===== src/design/mrom_pkg.sv =====
// mrom_pkg: shared types, constants and codes for the matrix row-op/multiply block
// no dependencies
`default_nettype none
package mrom_pkg;
   localparam int MAX_DIM_DEF = 8;
   localparam int DATA_W = 32;
   localparam logic [31:0] BAD_READ = 32'hFFFE7961;

   typedef enum logic [2:0] {
      OP_WRA = 3'd0, OP_WRB = 3'd1, OP_RDA = 3'd2, OP_SWAP = 3'd3,
      OP_SCALE = 3'd4, OP_ADDS = 3'd5, OP_MUL = 3'd6, OP_NONE = 3'd7
   } op_type;

   typedef enum logic [1:0] {
      ST_OK = 2'd0, ST_INDEX = 2'd1, ST_DIM = 2'd2, ST_RSV = 2'd3
   } status_type;

   localparam logic [1:0] CSR_A_ROWS = 2'd0;
   localparam logic [1:0] CSR_A_COLS = 2'd1;
   localparam logic [1:0] CSR_B_ROWS = 2'd2;
   localparam logic [1:0] CSR_B_COLS = 2'd3;

   typedef struct packed {
      logic [2:0]         op;
      logic [2:0]         row_first;
      logic [2:0]         row_second;
      logic [2:0]         column;
      logic signed [31:0] value;
      logic signed [31:0] scale;
   } req_type;

   typedef struct packed {
      logic signed [31:0] data;
      logic [1:0]         status;
      logic [2:0]         out_row;
      logic [2:0]         out_col;
      logic               last;
   } rsp_type;

   // datapath commands from the controller
   typedef enum logic [3:0] {
      DC_IDLE, DC_WRA, DC_WRB, DC_RD, DC_RD2, DC_ROW, DC_MAC, DC_RSP, DC_CLR
   } dcmd_type;

   typedef struct packed {
      dcmd_type   cmd;
      logic [2:0] ra;   // a row
      logic [2:0] rb;   // second a row, or b row
      logic [2:0] ca;   // column
      logic [2:0] cb;   // b column
      logic       first;
   } cmd_type;
endpackage
`default_nettype wire


===== src/design/mrom_ctrl.sv =====
// mrom_ctrl: sequencer for element access, row operations and multiply
// depends on mrom_pkg
`default_nettype none
module mrom_ctrl #(
   parameter int MAX_DIM = mrom_pkg::MAX_DIM_DEF
) (
   input  wire logic              clock,
   input  wire logic              reset,
   input  wire logic              req_valid,
   output logic                   req_ready,
   input  wire mrom_pkg::req_type req_word,
   output logic                   rsp_valid,
   input  wire logic              rsp_ready,
   output mrom_pkg::rsp_type      rsp_word,
   input  wire logic [3:0]        ar, ac, br, bc,
   output mrom_pkg::cmd_type      cmd,
   output logic [2:0]             op,
   output logic [31:0]            wval,
   output logic [31:0]            scale,
   input  wire logic [31:0]       rd_data,
   input  wire logic [31:0]       acc
);
   typedef enum logic [8:0] {
      S_IDLE  = 9'b000000001, S_RD   = 9'b000000010, S_RDW = 9'b000000100,
      S_ROWR  = 9'b000001000, S_ROWW = 9'b000010000, S_SWB = 9'b000100000,
      S_MAC   = 9'b001000000, S_MACW = 9'b010000000, S_OUT = 9'b100000000
   } state_type;

   state_type state_ff, state_in;
   mrom_pkg::req_type rq_ff;
   logic [2:0] i_ff, j_ff, i_in, j_in;
   logic [3:0] k_ff, k_in;
   logic kdel_ff;
   logic ovalid_ff;
   mrom_pkg::rsp_type obuf_ff;
   logic [31:0] swtmp_ff;

   logic [3:0] rows_a, cols_a, rows_b, cols_b;
   assign rows_a = ar; assign cols_a = ac; assign rows_b = br; assign cols_b = bc;

   logic out_free;
   assign out_free = !ovalid_ff || rsp_ready;
   assign req_ready = (state_ff == S_IDLE) && out_free;
   logic acc_req;
   assign acc_req = req_valid && req_ready;

   logic bad_a, bad_b, bad_r, bad_rr;
   always_comb begin
      bad_a  = ({1'b0, req_word.row_first} >= rows_a) || ({1'b0, req_word.column} >= cols_a);
      bad_b  = ({1'b0, req_word.row_first} >= rows_b) || ({1'b0, req_word.column} >= cols_b);
      bad_r  = {1'b0, req_word.row_first} >= rows_a;
      bad_rr = bad_r || ({1'b0, req_word.row_second} >= rows_a);
   end

   logic push;
   mrom_pkg::rsp_type push_word;

   always_comb begin
      state_in = state_ff;
      i_in = i_ff; j_in = j_ff; k_in = k_ff;
      push = 1'b0;
      push_word = '0;
      push_word.last = 1'b1;
      cmd = '0;
      cmd.cmd = mrom_pkg::DC_IDLE;
      unique case (state_ff)
         S_IDLE: begin
            if (acc_req) begin
               unique case (req_word.op)
                  mrom_pkg::OP_WRA: begin
                     push = 1'b1;
                     if (bad_a) push_word.status = mrom_pkg::ST_INDEX;
                     else begin
                        cmd.cmd = mrom_pkg::DC_WRA;
                        cmd.ra = req_word.row_first; cmd.ca = req_word.column;
                     end
                  end
                  mrom_pkg::OP_WRB: begin
                     push = 1'b1;
                     if (bad_b) push_word.status = mrom_pkg::ST_INDEX;
                     else begin
                        cmd.cmd = mrom_pkg::DC_WRB;
                        cmd.rb = req_word.row_first; cmd.cb = req_word.column;
                     end
                  end
                  mrom_pkg::OP_RDA: begin
                     if (bad_a) begin
                        push = 1'b1;
                        push_word.status = mrom_pkg::ST_INDEX;
                        push_word.data = mrom_pkg::BAD_READ;
                     end else state_in = S_RD;
                  end
                  mrom_pkg::OP_SWAP, mrom_pkg::OP_ADDS: begin
                     if (bad_rr) begin
                        push = 1'b1; push_word.status = mrom_pkg::ST_INDEX;
                     end else begin
                        state_in = S_ROWR; k_in = '0;
                     end
                  end
                  mrom_pkg::OP_SCALE: begin
                     if (bad_r) begin
                        push = 1'b1; push_word.status = mrom_pkg::ST_INDEX;
                     end else begin
                        state_in = S_ROWR; k_in = '0;
                     end
                  end
                  mrom_pkg::OP_MUL: begin
                     if (cols_a != rows_b) begin
                        push = 1'b1; push_word.status = mrom_pkg::ST_DIM;
                     end else begin
                        state_in = S_MAC; i_in = '0; j_in = '0; k_in = '0;
                     end
                  end
                  default: ;
               endcase
            end
         end
         S_RD: begin
            cmd.ra = rq_ff.row_first; cmd.ca = rq_ff.column;
            state_in = S_RDW;
         end
         S_RDW: begin
            push = 1'b1;
            push_word.data = rd_data;
            state_in = S_IDLE;
         end
         // read both rows at column k
         S_ROWR: begin
            cmd.ra = rq_ff.row_first; cmd.rb = rq_ff.row_second; cmd.ca = k_ff[2:0];
            state_in = S_ROWW;
         end
         S_ROWW: begin
            cmd.cmd = mrom_pkg::DC_ROW;
            cmd.ra = rq_ff.row_first; cmd.rb = rq_ff.row_second; cmd.ca = k_ff[2:0];
            state_in = (rq_ff.op == mrom_pkg::OP_SWAP) ? S_SWB : S_ROWR;
            if (rq_ff.op != mrom_pkg::OP_SWAP) begin
               if (k_ff + 4'd1 >= cols_a) begin
                  state_in = S_OUT;
               end else k_in = k_ff + 4'd1;
            end
         end
         S_SWB: begin
            cmd.cmd = mrom_pkg::DC_WRA;
            cmd.ra = rq_ff.row_second; cmd.ca = k_ff[2:0];
            if (k_ff + 4'd1 >= cols_a) state_in = S_OUT;
            else begin
               k_in = k_ff + 4'd1; state_in = S_ROWR;
            end
         end
         // dot product: issue reads for k, accumulate them in the next cycle
         S_MAC: begin
            cmd.ra = i_ff; cmd.ca = k_ff[2:0]; cmd.rb = k_ff[2:0]; cmd.cb = j_ff;
            if (kdel_ff) begin
               cmd.cmd = mrom_pkg::DC_MAC;
               cmd.first = (k_ff == 4'd1);
            end
            if (k_ff >= cols_a) begin
               cmd.cmd = mrom_pkg::DC_MAC;
               cmd.first = (k_ff == 4'd1);
               state_in = S_MACW;
            end else k_in = k_ff + 4'd1;
         end
         S_MACW: begin
            if (out_free) begin
               push = 1'b1;
               push_word.data = acc;
               push_word.out_row = i_ff;
               push_word.out_col = j_ff;
               push_word.last = ({1'b0, i_ff} + 4'd1 >= rows_a)
                             && ({1'b0, j_ff} + 4'd1 >= cols_b);
               k_in = '0;
               if (push_word.last) state_in = S_IDLE;
               else begin
                  state_in = S_MAC;
                  if ({1'b0, j_ff} + 4'd1 >= cols_b) begin
                     j_in = '0; i_in = i_ff + 3'd1;
                  end else j_in = j_ff + 3'd1;
               end
            end
         end
         S_OUT: begin
            if (out_free) begin
               push = 1'b1; state_in = S_IDLE;
            end
         end
         default: state_in = S_IDLE;
      endcase
   end

   // pad for swap: second row write uses value of first row
   always_ff @(posedge clock) begin
      if (state_ff == S_ROWW) swtmp_ff <= rd_data;
   end

   always_ff @(posedge clock) begin
      if (reset) begin
         state_ff <= S_IDLE;
         ovalid_ff <= 1'b0;
         kdel_ff <= 1'b0;
      end else begin
         state_ff <= state_in;
         kdel_ff <= (state_ff == S_MAC) && (state_in == S_MAC);
         if (push) ovalid_ff <= 1'b1;
         else if (rsp_ready) ovalid_ff <= 1'b0;
      end
   end

   always_ff @(posedge clock) begin
      i_ff <= i_in; j_ff <= j_in; k_ff <= k_in;
      if (acc_req) rq_ff <= req_word;
      if (push) obuf_ff <= push_word;
   end

   assign rsp_valid = ovalid_ff;
   assign rsp_word = obuf_ff;
   assign op = rq_ff.op;
   assign wval = (state_ff == S_SWB) ? swtmp_ff : req_word.value;
   assign scale = rq_ff.scale;
endmodule
`default_nettype wire


===== config.mk =====
export PLATFORM = sky130hd
export DESIGN_NAME = mrom_ctrl
export DESIGN_NICKNAME = d
export VERILOG_FILES = /design/src/design/mrom_pkg.sv /design/src/design/mrom_ctrl.sv
export SDC_FILE = /design/constraint.sdc
export NUM_CORES = 1
export LEC_CHECK = 0
export BUFFER_PORTS_ARGS = -buffer_cell sky130_fd_sc_hd__buf_2
export CAP_MARGIN = 20
export CORE_ASPECT_RATIO = 0.7
export CORE_UTILIZATION = 49
export CTS_BUF_LIST = sky130_fd_sc_hd__clkbuf_16
export CTS_CLUSTER_SIZE = 14
export DETAILED_ROUTE_END_ITERATION = 10
export PLACE_DENSITY = 0.81
export RECOVER_POWER = 25
export SYNTH_ARGS = -nofsm -noshare
export SYNTH_HDL_FRONTEND = slang
export SYNTH_SLANG_ARGS = --single-unit

===== constraint.sdc =====
create_clock -name clock -period 3.7 [get_ports clock]
set_input_delay 0.74 -clock clock [delete_from_list [all_inputs] [get_ports clock]]
set_output_delay 0.74 -clock clock [all_outputs]
set_load 0.01 [all_outputs]

Word level (Yosys, flattened, before mapping) --
Index checks and enable logic that the tools add are counted.
Word-level totals: input port bits 160, bits in registers 138, word-level logic and storage cells 166, output and inout port bits 127
Operators by class: $add $sub $neg 5, reductions and logical operators 24, mux-type cells 79, $lt $le $gt $ge 9, equality and inequality tests 32
Operator list (count):
- $mux 9 | 11
- $mux 32 | 3
- $pmux 32 s3 | 1
- $pmux 9 s8 | 1
- $mux 34 | 2
- $mux 3 | 17
- $mux 4 | 10
- $pmux 9 s4 | 1
- $ge 3x4->1 | 5
- $pmux 4 s5 | 1
- $eq 9x7->1 const B | 2
- $pmux 3 s2 | 3
- $pmux 3 s3 | 2
- $ge 4x4->1 | 4
- $mux 16 | 1
- $pmux 4 s4 | 1
- $mux 1 | 15
- $ne 2x2->1 const B | 7
- $pmux 2 s6 | 1
- $pmux 3 s4 | 1
- $pmux 4 s3 | 1
- $eq 3x2->1 const B | 3
- $eq 3x3->1 const B | 3
- $eq 9x1->1 const B | 1
- other kinds (36) | 52

Depth between registers and ports, before layout --
depth after elaboration 8, gate-level depth with buffers 10, depth with buffers taken out 10

Worst setup path after synthesis --
Ideal clock, no wire load.
path kind in2reg, from in ar[2], to reg obuf_ff, in the netlist rsp_word[0], enable pin, stages 8, library setup time 0.642 ns, required time 3.058 ns, arrival 2.812 ns, slack 0.246 ns, path buffers 0, path through inv_1 ha_1 a21oi_1 o21ai_0 a22oi_1 a21oi_1 o21ai_0 nand3_1
Between the ends: longest elaborated chain between the ends 6, elaborated cells between the ends (all ways) 10, those cells by class order compare (2); mux (6); reduce/logical (2)
Ends and longest elaborated chain:
- start: declaration | RTL line mrom_ctrl.sv:15 | input wire logic [3:0] ar, ac, br, bc,
- $ge 3x4->1, on equally long branches | RTL line mrom_ctrl.sv:49, mrom_ctrl.sv:51, mrom_ctrl.sv:52
- $logic_or 1x1->1, on equally long branches | RTL line mrom_ctrl.sv:52, mrom_ctrl.sv:49
- $mux 1, on equally long branches | RTL line mrom_ctrl.sv:94, mrom_ctrl.sv:87
- $pmux 1 s5 (*) | RTL line mrom_ctrl.sv:69 | unique case (req_word.op)
- $mux 1 (*) | RTL line mrom_ctrl.sv:68 | if (acc_req) begin
- $pmux 1 s3 (*) | RTL line mrom_ctrl.sv:66 | unique case (state_ff)
- via push | RTL line mrom_ctrl.sv:55 | logic push;
- end signal: assignment | RTL line mrom_ctrl.sv:211 | if (push) obuf_ff <= push_word;
- end: declaration | RTL line mrom_ctrl.sv:35 | mrom_pkg::rsp_type obuf_ff;
The timed path passes the listed nets; every way through them passes the cells marked *. A chain may end at the register's enable or synchronous reset.

==> impl_metrics.toml <==
[outcome]
outcome = "complete, no violations"

[synth]
synth_cells = 535
synth_top_cells_by_count = "sky130_fd_sc_hd__edfxtp_1, sky130_fd_sc_hd__buf_4, sky130_fd_sc_hd__ha_1, sky130_fd_sc_hd__mux2_1, sky130_fd_sc_hd__a221o_1"
synth.most_common_cell = "sky130_fd_sc_hd__edfxtp_1"
yosys.cell_types.count = 64
ys_top_cells_by_area = "sky130_fd_sc_hd__edfxtp_1, sky130_fd_sc_hd__ha_1, sky130_fd_sc_hd__mux2_1, sky130_fd_sc_hd__buf_4, sky130_fd_sc_hd__a221o_1"
avgSynthCellArea_um2 = 13.2
synth.net_count = 730
synth.ff_latch_count = 138
synth.largest_area_cell = "sky130_fd_sc_hd__edfxtp_1"
synth-main-ff-cell = "sky130_fd_sc_hd__edfxtp_1"
async_set_reset_flop_share_out_of_synthesis_pct = 0
synthesis.yosys.warnings = 0
post_synth_instance_area_um2 = 7070
post-synth-top-area-fraction_pct = 53.9
synth_edf_count = 127
yosysSeqAreaShare_pct = 57.1

[critical_path]
crit_arrival_ps = 2830
worst_setup_path_start_kind = "flop"
crit_fanout = 13
setup.worst_path.end_class = "output pin"
critical_path_class = "flop to output pin"
required_ps = 2960

[timing]
unrepaired_setup_endpoints_after_global_routing = "false"
tightestPinTransition_ps = 728
fin_crit_ps = 3570
final-hold-violation-count = 0
timing.fmax_ghz = 0.280
setup_tns_ps = 0
setup_viol = 0
final_critical_path_share_of_the_clock_period_pct = 96.6
slew_violations = 0
skew_ps = 9.94
slew_headroom_pct = 51.1

[drt]
route.vias.total = 5429
top_layer = "met4"
met2RoutedLength_mm = 8.87
drtIter0Drc = 485
wl_met1_mm = 8.28
routed_via_density = 5.46
detail_route.wl_per_cell_um = 19.2
drt-pass1-iter-count = 5
wirelength_mm = 19.1
drc = 0
detailroute.wirelength.met3_mm = 1.59
route.antenna.remaining_nets = 0

[clock_network]
setup_fix_bufs_post_cts = 0
cts-buffers-inserted = 17
cts_max_path_buffers = 2
cts.htree.levels = 4
cts.sink_count = 138
cts-hold-fix-buffers = 0
cts_root_buffer = "sky130_fd_sc_hd__clkbuf_16"
tritoncts_clock_tree = "yes"
clkTransAtPathRegs_ps = 70
postCtsResizedCells = 0
worstSkewPairLatency_ps = 420

[floorplan]
top_level_ports = 287
coreArea_um2 = 14000
fp.dieW_um = 146
num_rows = 36
die-height_um = 103
initial_utilization_pct = 50.5
fp.dieArea_um2 = 14900

[power_and_ir_drop]
cellLeakagePower_nw = 3.88
net-switching-power_mw = 1.10
totalPowerFinal_mw = 4.12
comb_power_share_pct = 13.3
power.share.sequential_pct = 45.4
vdd.ir_drop.worst_mv = 0.328
p_clk_share_pct = 41.2
cellPowerDensity_nw_per_um2 = 462
p_sw_share_pct = 26.7
internal_power_mw = 3.02

[placed_design]
count_of_buffers_inserted_at_the_top_level_ports = 285
dp_hpwl_mm = 14.2
globalplace.congestion = 0.907

[layout]
layout-drive-gt1-share_pct = 36.8
number_of_nets_at_the_end_of_the_flow = 986
utilization_pct = 63.7
diodes = 0
area_delta_synth_final_pct = 26.2

[global_route]
vias_in_the_first_global_route = 5015
antenna_found_initial = 0
grt_max_degree = 50
grt.total_usage_pct = 25.3
global_route_wire_length_before_repair_mm = 28.3
grt.overflow.total = 0

[run]
timing.max_cap.violations = 0

[hold_path]
hp-class = "primary input to flop"
## cells by family (layout without fill, tap and decap cells)
logic type,after synthesis,in the layout,share of synthesized area (%)
other,1,1,0.0530
buffers and inverters,84,353,7.93
adders and majority gates,35,35,6.19
xor gates and xnor gates,14,14,1.73
muxes,32,32,5.10
AOI/OAI and AO/OA,108,108,11.7
and+or+nand+nor,123,123,10.2
DFF,138,138,57.1
## power by group through the flow
stage	clock [mW]	combinational (mW)	sequential (mW)
after detailed placement	0	0.552	1.90
after global routing	1.78	0.601	1.88
after floorplan	0	0.306	1.92
final	1.70	0.550	1.87
after global placement	0	0.544	1.90
after CTS	1.73	0.557	1.87
## area by class of cell
cell class | instances | area (um2)
flip-flops and latches | 138 | 4030
clock buffers | 17 | 425
multi-input cells | 313 | 2480
inverters | 26 | 97.6
fillers | 1127 | 5090
repair buffers | 295 | 1470
well taps | 190 | 238
clock inverters | 15 | 176
## placed cells by master (no fill, tap or decap), types with 3 or more instances in the layout
cell type	Yosys	final
sky130_fd_sc_hd__buf_2	2	237
sky130_fd_sc_hd__nor3_1	12	12
sky130_fd_sc_hd__xor2_1	6	6
sky130_fd_sc_hd__nand2b_1	10	10
sky130_fd_sc_hd__inv_1	26	26
sky130_fd_sc_hd__clkbuf_16	0	17
sky130_fd_sc_hd__a21bo_2	3	3
sky130_fd_sc_hd__ha_1	35	35
sky130_fd_sc_hd__a222oi_1	3	3
sky130_fd_sc_hd__a21oi_1	16	16
sky130_fd_sc_hd__and3_1	8	7
sky130_fd_sc_hd__o21ai_0	19	19
sky130_fd_sc_hd__a22o_1	15	15
sky130_fd_sc_hd__and2_1	9	9
sky130_fd_sc_hd__nand3_1	5	4
sky130_fd_sc_hd__clkbuf_1	2	48
sky130_fd_sc_hd__a221o_1	27	27
sky130_fd_sc_hd__inv_6	0	4
sky130_fd_sc_hd__dfxtp_1	11	11
sky130_fd_sc_hd__buf_4	41	8
sky130_fd_sc_hd__inv_8	0	5
sky130_fd_sc_hd__nor2_1	24	24
sky130_fd_sc_hd__a31oi_1	3	3
sky130_fd_sc_hd__a21o_1	5	5
sky130_fd_sc_hd__nand4_1	4	4
sky130_fd_sc_hd__edfxtp_1	127	127
sky130_fd_sc_hd__nor2b_1	9	9
sky130_fd_sc_hd__nand2_1	20	20
sky130_fd_sc_hd__mux2_1	30	30
sky130_fd_sc_hd__xnor2_1	8	8
## stage by stage
stage / area (um2) / setup WS (ps) / hold slack (ps) / std cells
after floorplan: 7070 / 246 / 490 / 535
after global placement: 8380 / 440 / 521 / 962
after detailed placement: 8380 / 284 / 528 / 962
after CTS: 8980 / 206 / 482 / 994
after global routing: 8920 / 9.84 / 486 / 994
final: 8920 / 125 / 498 / 994
## sequential cells by signal, indices dropped and copies added (netlist names), 3 cells and up
register  cells
op            3
i_ff          3
rsp_word     41
swtmp_ff     32
scale        32
rq_ff         9
j_ff          3
state_ff      9
k_ff          4
## metal layers
layer | vias up | track usage, %
met5 | - | 0
met4 | 0 | 8.83
met3 | 32 | 4.91
met2 | 291 | 39.3
met1 | 2583 | 36.0
li1 | 2523 | -
## path summary, 6_finish.rpt
check / from / cells after the start / slack, ps / endpoint
min reg2reg: state_ff[1]$_SDFF_PP0_ / 2 / 550 / state_ff[2]$_SDFF_PP0_
min: req_word[4] / 1 / 500 / scale[4]$_DFFE_PP_
max reg2reg: state_ff[5]$_SDFF_PP0_ / 7 / 630 / i_ff[1]$_SDFFCE_PN0P_
max: state_ff[3]$_SDFF_PP0_ / 6 / 130 / cmd[0]
## worst max-delay path: stages (launching register included)
cell	delay (ps)
sky130_fd_sc_hd__dfxtp_1	360
sky130_fd_sc_hd__or4_4	600
sky130_fd_sc_hd__nor3_1	230
sky130_fd_sc_hd__and3_2	400
sky130_fd_sc_hd__o21ai_1	210
sky130_fd_sc_hd__nor4b_1	410
sky130_fd_sc_hd__buf_2	210
Note: power is estimated with default switching activity, not from simulation.
